==> config.mk <==
export PLATFORM = sky130hd
export DESIGN_NAME = nearest_three_points_search
export DESIGN_NICKNAME = d
export VERILOG_FILES = /design/src/rtl/ntps_pkg.sv /design/src/rtl/nearest_three_points_search.sv
export SDC_FILE = /design/constraint.sdc
export NUM_CORES = 2
export LEC_CHECK = 0
export BUFFER_PORTS_ARGS = -buffer_cell sky130_fd_sc_hd__buf_2
export CORE_MARGIN = 2
export CORE_UTILIZATION = 30
export DETAILED_ROUTE_END_ITERATION = 6
export GPL_TIMING_DRIVEN = 0
export PLACE_DENSITY = 0.45
export SLEW_MARGIN = 20
export SYNTH_ARGS = -nofsm -noshare
export SYNTH_HDL_FRONTEND = slang
export SYNTH_SLANG_ARGS = --single-unit
export TNS_END_PERCENT = 50
==> constraint.sdc <==
create_clock -name clk -period 14.8 [get_ports clk]
set_clock_uncertainty 0.05 [all_clocks]
set_input_delay 2.22 -clock clk [delete_from_list [all_inputs] [get_ports clk]]
set_output_delay 2.22 -clock clk [all_outputs]
set_load 0.02 [all_outputs]
==> src/rtl/ntps_pkg.sv <==
// Package with the beat types and register indexes of the nearest three points search.
`timescale 1ns / 1ps

package ntps_pkg;

    localparam int COORD_W = 16;
    localparam int DIST_W  = 34;
    localparam int INDEX_W = 12;
    localparam int COUNT_W = 2;
    localparam int CFG_INDEX_W = 3;

    localparam logic [CFG_INDEX_W-1:0] CFG_SEARCH_MODE    = 3'd0;
    localparam logic [CFG_INDEX_W-1:0] CFG_QUERY_X        = 3'd1;
    localparam logic [CFG_INDEX_W-1:0] CFG_QUERY_Y        = 3'd2;
    localparam logic [CFG_INDEX_W-1:0] CFG_QUERY_Z        = 3'd3;
    localparam logic [CFG_INDEX_W-1:0] CFG_DISTANCE_LIMIT = 3'd4;

    localparam logic [DIST_W-1:0] DIST_MAX   = {DIST_W{1'b1}};
    localparam logic [DIST_W-1:0] DIST_ONE   = 34'd16777216;
    localparam logic              MODE_SINGLE = 1'b0;
    localparam logic [COUNT_W-1:0] SLOTS_FULL = 2'd3;

    typedef struct packed {
        logic signed [COORD_W-1:0] point_x;
        logic signed [COORD_W-1:0] point_y;
        logic signed [COORD_W-1:0] point_z;
        logic                      last_point;
    } point_t;

    typedef struct packed {
        logic [INDEX_W-1:0] best_index;
        logic [INDEX_W-1:0] second_index;
        logic [INDEX_W-1:0] third_index;
        logic [COUNT_W-1:0] slots_filled;
        logic [DIST_W-1:0]  best_distance;
    } result_t;

endpackage

==> src/rtl/nearest_three_points_search.sv <==
// Top level of the nearest three points search: distance pipeline and slot list.
// The beat with last_point passes the difference, square and result registers in turn.
// Throughput: one point per cycle unless stalled; slot compare and insert is combinational.
// Only a held result behind a stalled output stops the pipeline, and only when it meets
// another last point. Reset clears the registers to their reset values, the slots and counter.
`timescale 1ns / 1ps

module nearest_three_points_search #(
    parameter int MAX_POINTS = 4096
) (
    input  logic                                clk,
    input  logic                                rst_n,
    input  logic                                cfg_we,
    input  logic [ntps_pkg::CFG_INDEX_W-1:0]    cfg_index,
    input  logic [ntps_pkg::DIST_W-1:0]         cfg_data,
    input  logic                                point_valid,
    output logic                                point_stall,
    input  ntps_pkg::point_t                    point,
    output logic                                result_valid,
    input  logic                                result_stall,
    output ntps_pkg::result_t                   result
);

    import ntps_pkg::*;

    localparam int CNT_W = (MAX_POINTS > 1) ? $clog2(MAX_POINTS) : 1;
    localparam int DIFF_W = COORD_W + 1;
    localparam int SQ_W = 2 * COORD_W;
    localparam int SUM_W = SQ_W + 2;
    localparam logic [CNT_W-1:0] CNT_LAST = CNT_W'(MAX_POINTS - 1);

    logic                      mode_reg;
    logic signed [COORD_W-1:0] query_x_reg;
    logic signed [COORD_W-1:0] query_y_reg;
    logic signed [COORD_W-1:0] query_z_reg;
    logic [DIST_W-1:0]         limit_reg;

    logic                      advance;
    logic                      point_accept;

    logic                      s1_valid_reg;
    logic                      s1_last_reg;
    logic signed [DIFF_W-1:0]  dx_reg;
    logic signed [DIFF_W-1:0]  dy_reg;
    logic signed [DIFF_W-1:0]  dz_reg;

    logic                      s2_valid_reg;
    logic                      s2_last_reg;
    logic [SQ_W-1:0]           sqx_reg;
    logic [SQ_W-1:0]           sqy_reg;
    logic [SQ_W-1:0]           sqz_reg;

    logic signed [2*DIFF_W-1:0] prod_x;
    logic signed [2*DIFF_W-1:0] prod_y;
    logic signed [2*DIFF_W-1:0] prod_z;

    logic [CNT_W-1:0]          counter_reg;
    logic [CNT_W-1:0]          counter_next;
    logic [DIST_W-1:0]         dist_reg [3];
    logic [DIST_W-1:0]         dist_next [3];
    logic [INDEX_W-1:0]        idx_reg [3];
    logic [INDEX_W-1:0]        idx_next [3];
    logic [COUNT_W-1:0]        count_reg;
    logic [COUNT_W-1:0]        count_next;

    logic [SUM_W-1:0]          sum;
    logic [DIST_W-1:0]         point_dist;
    logic [INDEX_W-1:0]        cur_index;
    logic [DIST_W-1:0]         thr [3];
    logic [2:0]                below;
    logic [DIST_W-1:0]         upd_dist [3];
    logic [INDEX_W-1:0]        upd_idx [3];
    logic [COUNT_W-1:0]        upd_count;

    logic                      result_valid_reg;
    logic                      result_valid_next;
    result_t                   result_reg;
    result_t                   result_next;

    // The pipeline holds only when a new result would overwrite one still waiting.
    assign advance = !(result_valid_reg && result_stall && s2_valid_reg && s2_last_reg);
    assign point_stall = !advance;
    assign point_accept = point_valid && advance;

    always_ff @(posedge clk or negedge rst_n)
    begin
        if (!rst_n)
        begin
            mode_reg    <= MODE_SINGLE;
            query_x_reg <= '0;
            query_y_reg <= '0;
            query_z_reg <= '0;
            limit_reg   <= DIST_ONE;
        end
        else if (cfg_we)
        begin
            case (cfg_index)
                CFG_SEARCH_MODE:    mode_reg    <= cfg_data[0];
                CFG_QUERY_X:        query_x_reg <= cfg_data[COORD_W-1:0];
                CFG_QUERY_Y:        query_y_reg <= cfg_data[COORD_W-1:0];
                CFG_QUERY_Z:        query_z_reg <= cfg_data[COORD_W-1:0];
                CFG_DISTANCE_LIMIT: limit_reg   <= cfg_data;
                default:            ;
            endcase
        end
    end

    // Stage one: axis differences. Stage two: squares.
    always_ff @(posedge clk or negedge rst_n)
    begin
        if (!rst_n)
        begin
            s1_valid_reg <= 1'b0;
            s2_valid_reg <= 1'b0;
        end
        else if (advance)
        begin
            s1_valid_reg <= point_accept;
            s2_valid_reg <= s1_valid_reg;
        end
    end

    assign prod_x = dx_reg * dx_reg;
    assign prod_y = dy_reg * dy_reg;
    assign prod_z = dz_reg * dz_reg;

    always_ff @(posedge clk)
    begin
        if (advance)
        begin
            s1_last_reg <= point.last_point;
            dx_reg <= DIFF_W'(point.point_x) - DIFF_W'(query_x_reg);
            dy_reg <= DIFF_W'(point.point_y) - DIFF_W'(query_y_reg);
            dz_reg <= DIFF_W'(point.point_z) - DIFF_W'(query_z_reg);
            s2_last_reg <= s1_last_reg;
            sqx_reg <= prod_x[SQ_W-1:0];
            sqy_reg <= prod_y[SQ_W-1:0];
            sqz_reg <= prod_z[SQ_W-1:0];
        end
    end

    // Stage three: distance, slot update and result.
    always_comb
    begin
        sum = SUM_W'(sqx_reg) + SUM_W'(sqy_reg) + SUM_W'(sqz_reg);
        if (SUM_W > DIST_W && (sum >> DIST_W) != '0)
        begin
            point_dist = DIST_MAX;
        end
        else
        begin
            point_dist = DIST_W'(sum);
        end
        cur_index = INDEX_W'(counter_reg);

        for (int i = 0; i < 3; i++)
        begin
            thr[i] = (COUNT_W'(i) < count_reg) ? dist_reg[i] : limit_reg;
            below[i] = point_dist < thr[i];
            upd_dist[i] = dist_reg[i];
            upd_idx[i] = idx_reg[i];
        end
        upd_count = count_reg;

        if (mode_reg == MODE_SINGLE)
        begin
            if (count_reg == '0 || point_dist < dist_reg[0])
            begin
                upd_dist[0] = point_dist;
                upd_idx[0] = cur_index;
                if (count_reg == '0)
                begin
                    upd_count = COUNT_W'(1);
                end
            end
        end
        else
        begin
            if (below[0])
            begin
                upd_dist[0] = point_dist;
                upd_idx[0] = cur_index;
                upd_dist[1] = dist_reg[0];
                upd_idx[1] = idx_reg[0];
                upd_dist[2] = dist_reg[1];
                upd_idx[2] = idx_reg[1];
            end
            else if (below[1])
            begin
                upd_dist[1] = point_dist;
                upd_idx[1] = cur_index;
                upd_dist[2] = dist_reg[1];
                upd_idx[2] = idx_reg[1];
            end
            else if (below[2])
            begin
                upd_dist[2] = point_dist;
                upd_idx[2] = cur_index;
            end
            if (below != 3'b000 && count_reg != SLOTS_FULL)
            begin
                upd_count = count_reg + COUNT_W'(1);
            end
        end

        if (mode_reg == MODE_SINGLE)
        begin
            result_next.best_index    = upd_idx[0];
            result_next.second_index  = '0;
            result_next.third_index   = '0;
            result_next.slots_filled  = COUNT_W'(1);
            result_next.best_distance = upd_dist[0];
        end
        else
        begin
            result_next.best_index    = (upd_count > COUNT_W'(0)) ? upd_idx[0] : '0;
            result_next.second_index  = (upd_count > COUNT_W'(1)) ? upd_idx[1] : '0;
            result_next.third_index   = (upd_count > COUNT_W'(2)) ? upd_idx[2] : '0;
            result_next.slots_filled  = upd_count;
            result_next.best_distance = (upd_count > COUNT_W'(0)) ? upd_dist[0] : '0;
        end

        counter_next = counter_reg;
        count_next = count_reg;
        for (int i = 0; i < 3; i++)
        begin
            dist_next[i] = dist_reg[i];
            idx_next[i] = idx_reg[i];
        end
        result_valid_next = result_valid_reg && result_stall;

        if (advance && s2_valid_reg)
        begin
            if (s2_last_reg)
            begin
                counter_next = '0;
                count_next = '0;
                for (int i = 0; i < 3; i++)
                begin
                    dist_next[i] = '0;
                    idx_next[i] = '0;
                end
                result_valid_next = 1'b1;
            end
            else
            begin
                counter_next = (counter_reg == CNT_LAST) ? '0 : counter_reg + CNT_W'(1);
                count_next = upd_count;
                for (int i = 0; i < 3; i++)
                begin
                    dist_next[i] = upd_dist[i];
                    idx_next[i] = upd_idx[i];
                end
            end
        end
    end

    always_ff @(posedge clk or negedge rst_n)
    begin
        if (!rst_n)
        begin
            counter_reg <= '0;
            count_reg <= '0;
            result_valid_reg <= 1'b0;
            for (int i = 0; i < 3; i++)
            begin
                dist_reg[i] <= '0;
                idx_reg[i] <= '0;
            end
        end
        else
        begin
            counter_reg <= counter_next;
            count_reg <= count_next;
            result_valid_reg <= result_valid_next;
            for (int i = 0; i < 3; i++)
            begin
                dist_reg[i] <= dist_next[i];
                idx_reg[i] <= idx_next[i];
            end
        end
    end

    always_ff @(posedge clk)
    begin
        if (advance && s2_valid_reg && s2_last_reg)
        begin
            result_reg <= result_next;
        end
    end

    assign result_valid = result_valid_reg;
    assign result = result_reg;

endmodule
==> impl.org <==
** Run status
- Result of the run :: finished clean

** Finish
- The register with the most flip-flops in the layout has slightly above 100 of them.
- For this run, the share of the core covered by cells in the final layout is 0.336.
- Most common cell after layout, fill and taps aside :: sky130_fd_sc_hd__inv_1
- The area growth from synthesis to layout is 11.2%.
- For this run, the post-layout net count is 6,805.
- Commonest cells after routing, fill and taps aside :: sky130_fd_sc_hd__inv_1, sky130_fd_sc_hd__fa_1, sky130_fd_sc_hd__ha_1
- Fraction of layout cells with a size suffix above 1 :: 0.0734

** Worst setup path
- Along the worst path, the maximum fanout reaches 10.
- Slack of the worst reg-to-reg path :: between 6 and 7 ns
- The worst setup path is launched from a flop.
- Endpoint type of the worst setup path :: flop
- Data required, critical path :: around 15 ns
- The critical path in this run is classified as reg2reg.
- Data on the critical path arrives at its endpoint at 8.55 ns.

** Floorplanning
- The floorplan step defined a die boundary enclosing about 180,000 µm².
- Starting Density :: 0.302
- Std-Cell Core Area :: approximately 180,000 µm²
- Ports :: roughly 170
- After floorplanning, the core was divided into between 150 and 200 placement rows.
- The floorplan step set the die height to approximately 430 µm.
- Measured along the x axis, the die boundary spans roughly 430 µm.

** Route
- Detailed Routing Iterations Pass 1 :: 5
- Routed len/inst :: approximately 20 µm
- Routed vias/inst :: 4.72
- Remaining DRCs :: 0
- Routed via count :: roughly 37,000
- Total Wirelength :: approximately 160,000 µm
- Count of routing violations after the opening detailed-route iteration :: approximately 2,000
- Antenna violation net count after detailed routing :: 0

** Synthesis
- Total of warnings raised by yosys :: 0
- The cell area that synthesis handed to floorplanning was between 50,000 and 60,000 µm².
- The number of different library cells used by synthesis comes to 84.
- For this run, the leading register cell type out of synthesis is sky130_fd_sc_hd__dfrtp_1.
- Number of enable-type register cells in the synthesized netlist :: about 220
- Synthesized area per cell :: approximately 10 µm²
- Fraction of synthesis flops using an asynchronous set or reset pin :: 0.522
- Number of instances in the synthesized netlist :: between 5,000 and 6,000
- Of the synthesized area, sequential elements account for 0.232.
- The synthesized design contains 456 register bits.

** CTS
- In this run the deepest clock path goes through 3 buffers.
- TritonCTS built the clock tree.
- Quantity of gates resized following cts :: 0
- Sinks on Clock Net :: around 460
- For this design, the CTS-stage hold fixing added 0 buffers.
- Number of buffers created by CTS :: 56
- The clock reaches the later pin of the worst-skew pair after about 0.67 ns.
- Depth of the CTS H-tree :: 2
- Clock-pin slew was measured on the worst setup and hold paths at around 0.06 ns.
- Once the clock tree was built, the setup fixing pass inserted 0 buffers.
- CTS Root Buffer Type :: sky130_fd_sc_hd__clkbuf_16

** Global routing
- The first global-routing pass estimated approximately 240,000 µm of wire.
- Number of antenna violations at the first check in global routing :: 6
- Maximum number of pins on one net before global-route repair :: a little over 80
- For this run, the total global-route usage over all layers was measured as 0.177.
- Number of global-route vias before repair :: ~40,000
- After global routing the overflow that remains totals 0.

** Timing
- Derived from the worst setup path, the maximum achievable clock frequency is about 120 MHz.
- Final critical-path share of the clock period :: 0.543
- For the pin with the worst max-slew slack, the measured transition is 1.15 ns.
- Setup repair after global routing left no endpoint under its margin.
- The final number of max-transition violations is 0.
- Setup slack of the critical path after layout :: just under 7 ns
- Total setup violations reported at the end of the flow :: 0
- Setup total negative slack on the finished layout was measured at 0 ns.
- Time the final worst path needs with I/O delays and setup :: about 8.0 ns
- Final-report hold violation count :: 0
- Worst rel slew slack :: 0.226

** Placement
- Routability-driven placement finished with a final weighted congestion of 0.852.
- Once detailed placement completed, the half-perimeter wirelength came to roughly 130,000 µm.
- Number of buffer cells added on primary ports :: about 160
- Pre-CTS setup slack :: between 6 and 7 ns

** Hold path
- Class of the most critical hold timing path :: reg2reg

** Run
- Max-cap violation count :: 0
[metrics by stage]
step                hold WS (ns)  cells  area (µm²)
floorplan                  0.350   5202       53800
global placement           0.354   7721       57600
detailed placement         0.356   7743       58000
CTS                        0.369   7848       59800
global route               0.375   7848       59900
finish                     0.367   7851       59900
[cell type report]
type	instances	area, µm²
fillers	18348	119000
multi-input cells	3553	36900
flip-flops and latches	456	12500
inverters	1028	3860
well taps	2355	2950
clock buffers	72	1500
repair buffers	186	1150
plain buffers	165	678
clock inverters	33	357
diodes	3	7.51
[cell usage after synthesis, drive strengths merged (19+ instances only)]
library cell  number  area, µm²
nand2            368       1380
nor2             214        803
a22o              48        420
mux2              58        657
a211oi            23        173
nand4             20        125
mux2i            215       2150
o21a              26        195
nor3              44        220
a31oi             19        119
a21o              60        450
buf               31        171
edfxtp           218       6550
dfrtp            237       5930
clkbuf           134        504
fa               809      16200
ha               459       5740
o31ai             27        203
nand2b            43        269
xor2              47        419
and2             199       1240
xnor2            144       1260
o2bb2ai           45        394
inv             1026       3850
and3              22        138
nor2b             36        225
nand3             33        165
a21oi            203       1030
o21ai            170        851
[worst max-delay path: stages, from the launching register on]
cell and delay (ns):
sky130_fd_sc_hd__edfxtp_1 0.51, sky130_fd_sc_hd__fa_1 0.53, sky130_fd_sc_hd__ha_1 0.34, sky130_fd_sc_hd__a21oi_1 0.17, sky130_fd_sc_hd__nor2_1 0.09, sky130_fd_sc_hd__a211oi_1 0.55, sky130_fd_sc_hd__o211ai_1 0.18, sky130_fd_sc_hd__or2_2 0.31
sky130_fd_sc_hd__a21oi_1 0.24, sky130_fd_sc_hd__o21ai_0 0.17, sky130_fd_sc_hd__xor2_1 0.73, sky130_fd_sc_hd__ha_1 0.28, sky130_fd_sc_hd__a21oi_1 0.07, sky130_fd_sc_hd__o21ai_0 0.30, sky130_fd_sc_hd__a41oi_1 0.11, sky130_fd_sc_hd__nor3_1 0.50
sky130_fd_sc_hd__a211oi_1 0.24, sky130_fd_sc_hd__a21oi_1 0.25, sky130_fd_sc_hd__o221a_2 0.21, sky130_fd_sc_hd__clkbuf_1 0.40, sky130_fd_sc_hd__a21oi_1 0.14, sky130_fd_sc_hd__nor2_2 0.64, sky130_fd_sc_hd__clkbuf_1 0.70, sky130_fd_sc_hd__o2bb2ai_1 0.19
[routing by layer]
metal,up-vias,share of wire,track usage
met5,-,0,0
met4,0,0.043,0.0651
met3,189,0.033,0.0166
met2,685,0.49,0.308
met1,18797,0.43,0.227
li1,17410,-,-
[logic make-up (layout without fill, tap and decap cells)]
group / Yosys count / count (layout) / share of synthesized area
xor+xnor: 191 / 191 / 0.0312
compound gates: 783 / 783 / 0.0998
fa+ha+maj: 1269 / 1269 / 0.408
buf+inv: 1193 / 1484 / 0.0843
simple gates: 1034 / 1034 / 0.0921
other cells: 2 / 6 / 0.000140
flops: 456 / 456 / 0.232
mux: 273 / 273 / 0.0522
[worst paths after layout]
check | depth (start not counted) | from | to
setup reg to reg | 23 | sqx_reg[10]$_DFFE_PN_ | dist_reg[1]$_DFFE_PN0P_
max in group asynchronous | 3 | rst_n | limit_reg[24]$_DFFE_PN1P_
hold reg to reg | 0 | s1_last_reg$_DFFE_PN_ | s2_last_reg$_DFFE_PN_
setup / recovery | 23 | sqx_reg[10]$_DFFE_PN_ | dist_reg[1]$_DFFE_PN0P_
min in group asynchronous | 1 | rst_n | counter_reg[10]$_DFFE_PN0P_
hold / removal | 0 | s1_last_reg$_DFFE_PN_ | s2_last_reg$_DFFE_PN_
Power is not shown: default switching activity piles up to over one toggle a cycle in this logic, so the estimate is an artifact.
